==> config.mk <==
export PLATFORM = sky130hd
export DESIGN_NAME = otr_ctrl
export DESIGN_NICKNAME = d
export VERILOG_FILES = /design/src/rtl/otr_pkg.sv /design/src/rtl/otr_ctrl.sv
export SDC_FILE = /design/constraint.sdc
export NUM_CORES = 1
export LEC_CHECK = 0
export ABC_AREA = 1
export BUFFER_PORTS_ARGS = -buffer_cell sky130_fd_sc_hd__buf_2
export CAP_MARGIN = 10
export CORE_AREA = 2 2 39 41
export DETAILED_ROUTE_END_ITERATION = 10
export DIE_AREA = 0 0 41 43
export PLACE_DENSITY = 0.65
export SYNTH_ARGS = -nofsm -noshare
export SYNTH_HDL_FRONTEND = slang
export SYNTH_SLANG_ARGS = --single-unit
==> constraint.sdc <==
create_clock -name clk -period 1 [get_ports clk]
set_input_delay 0.2 -clock clk [delete_from_list [all_inputs] [get_ports clk]]
set_output_delay 0.2 -clock clk [all_outputs]
set_load 0.01 [all_outputs]
==> src/rtl/otr_pkg.sv <==
// shared types and constants of the overwriting trace ring
// no dependencies; imported by every rtl module of the block
`default_nettype none

package otr_pkg;

	// ring depth must be a power of two: slots are the low bits of the counts
	localparam int RING_DEPTH  = 1024;
	localparam int RING_AW     = $clog2(RING_DEPTH);
	localparam int BURST_LIMIT = 64;
	localparam int CNT_W       = 7;

	localparam logic [63:0]      DEPTH64   = 64'(RING_DEPTH);
	localparam logic [63:0]      ALL_ONES  = '1;
	localparam logic [CNT_W-1:0] BURST_MAX = CNT_W'(BURST_LIMIT);

	localparam logic CMD_RECORD = 1'b0;
	localparam logic CMD_DRAIN  = 1'b1;

	typedef struct packed {
		logic [7:0]  cpu;
		logic [31:0] code;
		logic [63:0] ip;
		logic [63:0] detail_a;
		logic [63:0] detail_b;
		logic [63:0] reg_a;
		logic [63:0] reg_c;
		logic [63:0] stamp;
	} entry_t;

	typedef struct packed {
		logic rec;
		logic load;
		logic resolve;
		logic overrun;
		logic check;
		logic issue;
		logic fin;
	} cmd_t;

	typedef struct packed {
		logic zero_lim;
		logic empty;
		logic last_one;
		logic adv;
	} sts_t;

endpackage

`default_nettype wire

==> src/rtl/otr_ctrl.sv <==
// controller state machine of the trace ring
// depends on otr_pkg; drives otr_datapath through cmd_t, reads sts_t
`default_nettype none

module otr_ctrl import otr_pkg::*; (
	input  logic clk,
	input  logic arst_n,
	input  logic in_valid,
	input  logic command,
	input  sts_t sts,
	output logic in_stall,
	output cmd_t cmd
);

	typedef enum logic [5:0] {
		ST_IDLE    = 6'b000001,
		ST_RESOLVE = 6'b000010,
		ST_OVERRUN = 6'b000100,
		ST_CHECK   = 6'b001000,
		ST_EMIT    = 6'b010000,
		ST_FINAL   = 6'b100000
	} state_t;

	state_t state_q;
	state_t state_d;
	logic   accept;

	assign in_stall = (state_q != ST_IDLE);
	assign accept   = in_valid && !in_stall;

	always_comb begin
		state_d = state_q;
		cmd     = '0;
		case (state_q)
			ST_IDLE: begin
				cmd.rec  = accept && (command == CMD_RECORD);
				cmd.load = accept && (command == CMD_DRAIN);
				if (accept && (command == CMD_DRAIN)) begin
					state_d = ST_RESOLVE;
				end
			end
			ST_RESOLVE: begin
				cmd.resolve = !sts.zero_lim;
				state_d     = sts.zero_lim ? ST_FINAL : ST_OVERRUN;
			end
			ST_OVERRUN: begin
				cmd.overrun = 1'b1;
				state_d     = ST_CHECK;
			end
			ST_CHECK: begin
				cmd.check = 1'b1;
				state_d   = sts.empty ? ST_FINAL : ST_EMIT;
			end
			ST_EMIT: begin
				cmd.issue = sts.adv;
				if (sts.adv && sts.last_one) begin
					state_d = ST_IDLE;
				end
			end
			ST_FINAL: begin
				cmd.fin = sts.adv;
				if (sts.adv) begin
					state_d = ST_IDLE;
				end
			end
			default: begin
				state_d = ST_IDLE;
			end
		endcase
	end

	always_ff @(posedge clk or negedge arst_n) begin
		if (!arst_n) begin
			state_q <= ST_IDLE;
		end else begin
			state_q <= state_d;
		end
	end

endmodule

`default_nettype wire

==> results.json, run 1 <==
{
  "wl_per_cell_um": 9.92,
  "drt_wl_total_mm": 1.00,
  "cts_tree": "done",
  "dpl.cell_count": 92,
  "drt_iter0_drc": 3,
  "critical_path.max_fanout": 3,
  "setup_violations": 13,
  "max_freq_mhz": 658,
  "drc": 0,
  "dieArea_um2": 1760,
  "hold_path.class": "in2reg",
  "io_pins": 16,
  "post-route-period-util_pct": 152,
  "synth_nets": 62,
  "r2r_end": "state_q[0]",
  "power.density_nw_per_um2": 1710,
  "fin_util_pct": 49.3,
  "synth_area_per_cell_um2": 7.23,
  "setup_slack_ns": -0.520,
  "fin_area_um2": 682,
  "layout-drive-gt1-share_pct": 54.1,
  "syn_inst": 54,
  "crit_start": "state_q[0]",
  "clkSinkCount": 6,
  "fin_skew_ns": 0.00912,
  "worstSkewPairLatency_ns": 0.26,
  "drv_cap": 0,
  "hold_violations": 0,
  "detail_route.vias_per_cell": 4.48,
  "fillers": 137,
  "grt_pass1_wl_mm": 1.56,
  "max-vdd-ir-drop_v": 0.00112,
  "tightest_slew_ns": 0.223,
  "gp_congestion": 0.782,
  "ant_nets": 0,
  "power_leakage_nw": 0.381,
  "outcome": "complete, but fails checks",
  "final.min_clock_period_ns": 1.52,
  "critical_path.endpoint": "cmd[5]",
  "path_cells": "inv_2 > nor2_4 > nand3_4 > nor3b_2 > buf_2",
  "seq_area_frac_synth_pct": 38.8,
  "synth_top_family_by_area": "simple AND/OR/NAND/NOR gates",
  "max_stage_delay_ns": 0.53,
  "synth_top_area_share_pct": 32.1,
  "antenna_cells": 0,
  "critPathSlowestCell": "dfstp_2",
  "synth_fa_ha_area_share_pct": 0,
  "synth_area_leader_cell": "dfrtp_1",
  "fin_cells": 101,
  "yosys_warnings": 0,
  "layout_commonest_cell": "buf_2",
  "dpl_cell_area_um2": 587,
  "portBuffers": 15,
  "initial_core_util_pct": 28.2,
  "synth-compound-area-share_pct": 6.73,
  "synth_seq_cells": 6,
  "slew_violations": 0,
  "antenna_found_initial": 0,
  "grt_start_max_net_pins": 7,
  "failed_checks": "setup timing",
  "grtUsageTotal_pct": 13.3,
  "dieHeight_um": 43,
  "critPathKind": "reg2out",
  "grt_pass1_vias": 396,
  "relSlewSlack_pct": 85.2,
  "dp_hpwl_um": 741,
  "worstPathRequired_ns": 0.80,
  "totalPowerFinal_mw": 1.16,
  "cts_root_buf": "clkbuf_4",
  "finalNetCount": 94,
  "largest_reg_flops": 6,
  "rows": 14,
  "top_register": "state_q",
  "synth-simple-area-share_pct": 42.9,
  "cts_made_buffers": 3,
  "synth_area_leaders": "dfrtp_1 32%, inv_1 12%, nor2_1 8.7%",
  "cp_data_arrival_time_ns": 1.32,
  "grt-ovfl-total": 0,
  "final_cell_mix": "14 x buf_2, 10 x inv_1, 9 x buf_4, 6 x nor2_1, 6 x nand3_1",
  "area_growth_pct": 74.7,
  "firstDrtPassIters": 3,
  "start_kind": "register",
  "rsz0062_at_grt": "true",
  "endpoint_kind": "output port",
  "synth_cell_type_count": 16,
  "min_path_cells": 2,
  "reg_top3": "state_q: 6 flops",
  "clk_pin_slew_ns": 0.06,
  "core_area_um2": 1380,
  "reg2reg_depth": 6,
  "clockBufferDepth": 2,
  "r2r_slack_ns": -0.21,
  "synth_mux_area_share_pct": 0,
  "via_count": 452,
  "r2r_start": "state_q[0]",
  "die_w_um": 41,
  "synth_xor_area_share_pct": 0,
  "h-tree-depth": 1,
  "synth_area_um2": 390
}
Yosys cell counts (all sizes together):
| library cell | number |
|---|---|
| nor3 | 1 |
| nor2 | 13 |
| dfstp | 1 |
| nand2 | 6 |
| nand4 | 2 |
| o21bai | 1 |
| inv | 12 |
| nor3b | 2 |
| dfrtp | 5 |
| nand3 | 7 |
| a21oi | 1 |
| o21ai | 2 |
| and2 | 1 |
metrics by stage:
stage	worst slack (ns)	setup TNS [ns]	hold WS, ns
after detailed placement	-0.299	-2.09	0.0379
after CTS	-0.556	-4.76	0.151
final	-0.520	-4.40	0.135
after global routing	-0.614	-5.45	0.138
after floorplan	-0.228	-0.781	-0.0956
after global placement	-0.268	-1.96	0.0347
worst min path at each step:
stage	start	to
3_5_place_dp	arst_n	state_q[3]
6_report	sts[2]	state_q[4]
2_1_floorplan	arst_n	state_q[1]
3_3_place_gp	arst_n	state_q[3]
4_1_cts	sts[2]	state_q[4]
5_1_grt	sts[2]	state_q[4]
kinds of logic after synthesis:
family | count (synthesis)
buffers and inverters | 12
AND/OR/NAND/NOR | 32
flip-flops | 6
AO/OA/AOI/OAI | 4
metal layers:
layer  vias to the layer above  part of all wire [%]  global-route usage [%]
met5                         -                     0                       0
met4                         0                     0                    2.00
met3                         0                   8.3                    9.42
met2                        16                    53                    19.7
met1                       205                    38                    15.6
li1                        231                     -                       -
where the power goes:
| part | switching [mW] | internal [mW] | total (mW) |
|---|---|---|---|
| registers | 0.0331 | 0.290 | 0.323 |
| clock network | 0.108 | 0.152 | 0.260 |
| logic | 0.292 | 0.287 | 0.580 |
final cells by class:
type / instances / area [µm²] / area share [%]
multi-input cells: 36 / 258 / 37.8
repair buffers: 27 / 181 / 26.6
flip-flops and latches: 6 / 151 / 22.2
inverters: 12 / 45.0 / 6.61
clock buffers: 4 / 26.3 / 3.85
well taps: 16 / 20.0 / 2.94
worst max-delay path: cells and delay by family (launching register included):
family / cells / cell delay (ns)
buf+inv: 2 / 0.19
flops: 1 / 0.53
simple gates: 3 / 0.35
repair_timing:
action | 4_1_cts | 5_1_grt
endpoints found under the setup margin | 13 | 14
hold buffers | 1 | 0
resized for setup | 2 | 6
setup buffers | 2 | 2
hold endpoints to repair | 6 | 0
pin swaps | 6 | 1
gates cloned | 0 | 0
Note: power is estimated with default switching activity, not from simulation.
==> inputs of run 2 (changes only) <==
Settings changed: ABC_AREA 1 to default.
==> run 2 against run 1 <==
  * Setup slack got worse by 0.16 ns
  * Clock power fell by 6%
  * Non-clock buffer count rose by 8
  * Largest power group unchanged
  * First-iteration DRC count fell by 33%
  * Wire length rose by 23%
  * Critical path type unchanged
  * Via count rose by 5.3%
  * Clock skew fell by 0.0036 ns
  * Maximum frequency fell by 9.4%
  * Cell area rose by 15%
  * The run still ends with setup timing left
  * Final cell count fell by 4.0%
  * Core utilization rose by 7.2 points
==> results.json, run 2 <==
{
  "via_count": 476,
  "gp_congestion": 0.721,
  "ant_nets": 0,
  "power_frac_seq_pct": 26.0,
  "critPathKind": "reg2out",
  "outcome": "complete, but fails checks",
  "cts_tree": "done",
  "drt_iter0_drc": 2,
  "grtUsageTotal_pct": 16.2,
  "power_leakage_nw": 0.385,
  "power.density_nw_per_um2": 1620,
  "max_freq_mhz": 596,
  "synth_seq_cells": 6,
  "wl_per_cell_um": 12.7,
  "clockBufferDepth": 2,
  "switching_share_pct": 36.3,
  "synthTopCellsByCount": "6 x nor2_1, 5 x dfrtp_1, 4 x and4b_1, 4 x nand2_1",
  "clk_pin_slew_ns": 0.05,
  "detail_route.vias_per_cell": 4.91,
  "start_kind": "register",
  "antenna_cells": 0,
  "drc": 0,
  "synth_cell_type_count": 21,
  "synth_area_per_cell_um2": 9.38,
  "cts_root_buf": "clkbuf_4",
  "synth_area_leader_cell": "dfrtp_1",
  "critPathSlowestCell": "dfrtp_2",
  "critical_path.max_fanout": 4,
  "hold_start": "sts[2]",
  "gr-usage-met2_pct": 26.3,
  "synth_ff_type": "dfrtp_1",
  "clkSinkCount": 6,
  "finalNetCount": 90,
  "drv_cap": 0,
  "seq_area_frac_synth_pct": 38.4,
  "failed_checks": "setup timing",
  "firstDrtPassIters": 4,
  "power_frac_clock_pct": 19.2,
  "final_cell_mix": "13 x buf_2, 13 x buf_4, 8 x buf_6, 4 x nor2_4, 4 x nand2_1",
  "layout-drive-gt1-share_pct": 74.1,
  "max-vdd-ir-drop_v": 0.00138,
  "switchingPower_uw": 461,
  "hold_path.class": "in2reg",
  "top_register": "state_q",
  "hold_violations": 0,
  "fin_util_pct": 56.5,
  "tightest_slew_ns": 0.295,
  "cts_made_buffers": 3,
  "cp_data_arrival_time_ns": 1.48,
  "grt_pass1_wl_mm": 1.88,
  "yosys_warnings": 0,
  "grt_start_max_net_pins": 7,
  "setup_violations": 14,
  "drt_wl_total_mm": 1.23,
  "largest_reg_flops": 6,
  "critical_path_buf_inv_count": 1,
  "dieArea_um2": 1760,
  "h-tree-depth": 1,
  "max_stage_delay_ns": 0.42,
  "antenna_found_initial": 0,
  "p_int_uw": 808,
  "grtUsageMet1_pct": 18.2,
  "worstSkewPairLatency_ns": 0.25,
  "setup_slack_ns": -0.678,
  "io_pins": 16,
  "die_w_um": 41,
  "post-route-period-util_pct": 168,
  "fin_cells": 97,
  "dieHeight_um": 43,
  "synth_nets": 50,
  "dpl.cell_count": 85,
  "rsz0062_at_grt": "true",
  "grt-ovfl-total": 0,
  "crit_start": "state_q[2]",
  "dp_hpwl_um": 876,
  "slew_violations": 0,
  "portBuffers": 15,
  "final.min_clock_period_ns": 1.68,
  "grt_pass1_vias": 449,
  "area_growth_pct": 98.4,
  "relSlewSlack_pct": 80.2,
  "initial_core_util_pct": 28.5,
  "synth_area_leaders": "dfrtp_1 32%, and4b_1 10%, dfstp_2 6.7%",
  "grt-busiest-layer": "met2",
  "fin_skew_ns": 0.00552,
  "core_area_um2": 1380,
  "synth_edf_count": 0,
  "synth_top_area_share_pct": 31.7,
  "async_flop_share_pct": 100,
  "synth_area_um2": 394,
  "endpoint_kind": "output port",
  "grt_use_met3_pct": 7.85,
  "path_cells": "nor4_4 > nand2_2 > nor3b_4 > buf_2",
  "worstPathRequired_ns": 0.80,
  "syn_inst": 42,
  "r2r_start": "state_q[2]",
  "power_frac_comb_pct": 54.7,
  "synth_most_common_cell": "nor2_1",
  "rows": 14,
  "path_delay_family": "simple AND/OR/NAND/NOR gates",
  "reg_top3": "state_q: 6 flops"
}
-- run 2: worst paths after layout --
path,end,slack [ns],cells after the start
worst max-delay path,cmd[6],-0.68,4
min in group asynchronous,state_q[2],0.31,2
max in group asynchronous,state_q[0],0.46,2
worst max register to register,state_q[0],-0.37,8
worst min register to register,state_q[2],0.67,2
worst min-delay path,state_q[4],0.19,2
-- run 2: worst reg2reg max path: stages, from the launching register on --
cell and delay [ns]:
dfrtp_2 0.42, buf_4 0.14, buf_6 0.12, nor2_4 0.11
buf_4 0.11, buf_4 0.09, nand2_1 0.10, a21oi_2 0.13
a31oi_1 0.05
-- run 2: stage by stage --
| stage | power, mW | hold WS, ns | setup TNS (ns) | setup slack (ns) | area [µm²] |
|---|---|---|---|---|---|
| 2_1_floorplan | 0.616 | -0.0956 | -1.75 | -0.330 | 435 |
| 3_3_place_gp | 0.856 | 0.0313 | -3.36 | -0.397 | 621 |
| 3_5_place_dp | 0.871 | 0.0307 | -3.88 | -0.446 | 621 |
| 4_1_cts | 1.24 | 0.188 | -5.81 | -0.691 | 738 |
| 5_1_grt | 1.37 | 0.180 | -7.25 | -0.746 | 782 |
| 6_report | 1.27 | 0.195 | -6.41 | -0.678 | 782 |
-- run 2: cell type report --
class,instances,area [µm²]
well taps,16,20.0
multi-input cells,35,315
inverters,1,3.75
repair buffers,35,263
clock buffers,4,26.3
flip-flops and latches,6,154
fillers,118,602
-- run 2: timing repair --
item	CTS	global route
endpoints found under the hold margin	6	0
setup endpoints to repair	14	14
gates cloned	0	0
hold buffers	1	0
pin swaps	10	1
setup buffers	4	3
gates resized for setup	15	6
-- run 2: power groups by stage --
stage	clock network (mW)	registers [mW]	logic (mW)
floorplan	0	0.338	0.278
detailed placement	0	0.328	0.542
global route	0.281	0.333	0.755
finish	0.244	0.330	0.695
CTS	0.257	0.331	0.653
global placement	0	0.323	0.532
-- run 2: kinds of logic after synthesis --
logic type | count (synthesis) | share of synthesized area, %
flip-flops | 6 | 38.4
AO/OA/AOI/OAI | 9 | 13.0
XOR/XNOR | 1 | 2.22
buffers and inverters | 1 | 0.951
AND/OR/NAND/NOR | 25 | 45.4
-- run 2: routing by layer --
metal,vias up,routed length (µm)
li1,232,-
met3,2,58
met1,231,505
met5,-,0
met4,0,7
met2,11,656
==> inputs of run 3 (changes only) <==
Settings changed: GPL_TIMING_DRIVEN from default to 0, MAX_ROUTING_LAYER from default to met4, PLACE_DENSITY 0.65 to 0.63.
Clock period 1 ns to 2.1 ns, I/O delays scaled along.
==> run 3 against run 2 <==
  * The flow now finishes without violations
  * Via count fell by 20%
  * First-iteration DRC count grew to 4.0 times the previous value
  * Flip-flop and latch count is the same
  * Clock skew increased by 0.0038 ns
  * Cell area down 33%
  * Critical path depth stayed put
  * Core utilization decreased by 19 points
  * Sequential power is 51% lower
  * Global-route usage decreased by 5.0 points
==> results.json, run 3 (synthesized netlist as in run 2, its figures left out) <==
{
  "critical_path_buf_inv_count": 1,
  "hold_path.class": "in2reg",
  "grt_pass1_vias": 292,
  "layout-drive-gt1-share_pct": 38.7,
  "setup_violations": 0,
  "start_kind": "register",
  "holdPathEnd": "state_q[4]",
  "r2r_slack_ns": 0.84,
  "drc": 0,
  "ant_nets": 0,
  "finalNetCount": 71,
  "reg2reg_depth": 4,
  "cp_data_arrival_time_ns": 1.51,
  "top_register": "state_q",
  "relSlewSlack_pct": 77.0,
  "path_cells": "nor4_4 > nand2_2 > nor3b_2 > buf_2",
  "dieArea_um2": 1760,
  "io_pins": 16,
  "hold_violations": 0,
  "die_w_um": 41,
  "largest_reg_flops": 6,
  "cts_root_buf": "clkbuf_4",
  "core_area_um2": 1380,
  "outcome": "finished, final reports clean",
  "rsz0062_at_grt": "false",
  "post_cts_buffers": 0,
  "drv_cap": 0,
  "clk_pin_slew_ns": 0.04,
  "crit_start": "state_q[4]",
  "rows": 14,
  "pre_cts_ws_ns": 0.435,
  "tns_ns": 0,
  "final.min_clock_period_ns": 1.93,
  "post-route-period-util_pct": 91.9,
  "critPathKind": "reg2out",
  "antenna_found_initial": 0,
  "grtUsageTotal_pct": 11.2,
  "area_growth_pct": 33.3,
  "via_count": 383,
  "dp_hpwl_um": 649,
  "initial_core_util_pct": 28.5,
  "drt_iter0_drc": 8,
  "firstDrtPassIters": 4,
  "power.density_nw_per_um2": 848,
  "min_path_cells": 2,
  "power_leakage_nw": 0.270,
  "path_delay_family": "simple AND/OR/NAND/NOR gates",
  "max-vdd-ir-drop_v": 0.000428,
  "antenna_cells": 0,
  "fin_util_pct": 38.0,
  "wl_per_cell_um": 10.9,
  "r2r_start": "state_q[4]",
  "hold_start": "sts[2]",
  "layout_commonest_cell": "buf_2",
  "post_cts_resize_count": 0,
  "worstSkewPairLatency_ns": 0.25,
  "slew_violations": 0,
  "reg_top3": "state_q: 6 flops",
  "grt-ovfl-total": 0,
  "dieHeight_um": 43,
  "gp_congestion": 0.720,
  "critPathSlowestCell": "dfrtp_1",
  "r2r_end": "state_q[5]",
  "grt_start_max_net_pins": 8,
  "final_cell_mix": "15 x buf_2, 6 x nor2_1, 5 x dfrtp_1, 4 x and4b_1, 4 x nand2_1",
  "setup_slack_ns": 0.169,
  "grt_pass1_wl_mm": 1.24,
  "critical_path.max_fanout": 5,
  "drt_wl_total_um": 851,
  "max_freq_mhz": 518,
  "fin_skew_ns": 0.00931,
  "cts_made_buffers": 3,
  "cts_tree": "done",
  "h-tree-depth": 1,
  "clkSinkCount": 6,
  "clockBufferDepth": 2,
  "portBuffers": 15,
  "tightest_slew_ns": 0.342,
  "worstPathRequired_ns": 1.68,
  "max_stage_delay_ns": 0.42,
  "detail_route.vias_per_cell": 4.91,
  "endpoint_kind": "output port"
}
==> run 3: what timing repair did <==
item	in CTS	in global routing
hold buffers	1	0
endpoints found under the setup margin	0	0
hold endpoints to repair	5	0
==> run 3: per-stage QoR <==
stage	hold slack [ns]	cell area, µm²	std cells	power, mW
after floorplan	0.124	394	42	0.274
after global placement	0.254	489	73	0.322
after detailed placement	0.255	489	73	0.323
after CTS	0.380	526	78	0.451
after global routing	0.383	526	78	0.477
final	0.381	526	78	0.446
==> run 3: final cells by class <==
cell class,instances,area (µm²)
Clock buffer,4,26.3
Fill cell,147,858
Inverter,1,3.75
Multi-Input combinational cell,35,239
Sequential cell,6,151
Tap cell,16,20.0
Timing Repair Buffer,16,85.1
==> run 3: metal layers <==
| layer | wire length, µm | GRT usage [%] |
|---|---|---|
| met5 | 0 | - |
| met2 | 361 | 14.7 |
| met1 | 400 | 14.3 |
| met4 | 12 | 8.00 |
| met3 | 76 | 3.14 |
==> run 3: power breakdown <==
part / total, mW / switching, mW / internal, mW
Sequential: 0.162 / 0.0229 / 0.139
Combinational: 0.163 / 0.0929 / 0.0703
Clock: 0.121 / 0.0483 / 0.0724
Total: 0.446 / 0.164 / 0.282
==> run 3: how the worst max path moves through the flow <==
stage               endpoint  slack, ns  cells past startpoint
global route          cmd[6]       0.06                      4
finish                cmd[6]       0.17                      4
floorplan             cmd[6]       0.54                      3
global placement      cmd[6]       0.43                      4
detailed placement    cmd[6]       0.43                      4
CTS                   cmd[6]       0.15                      4
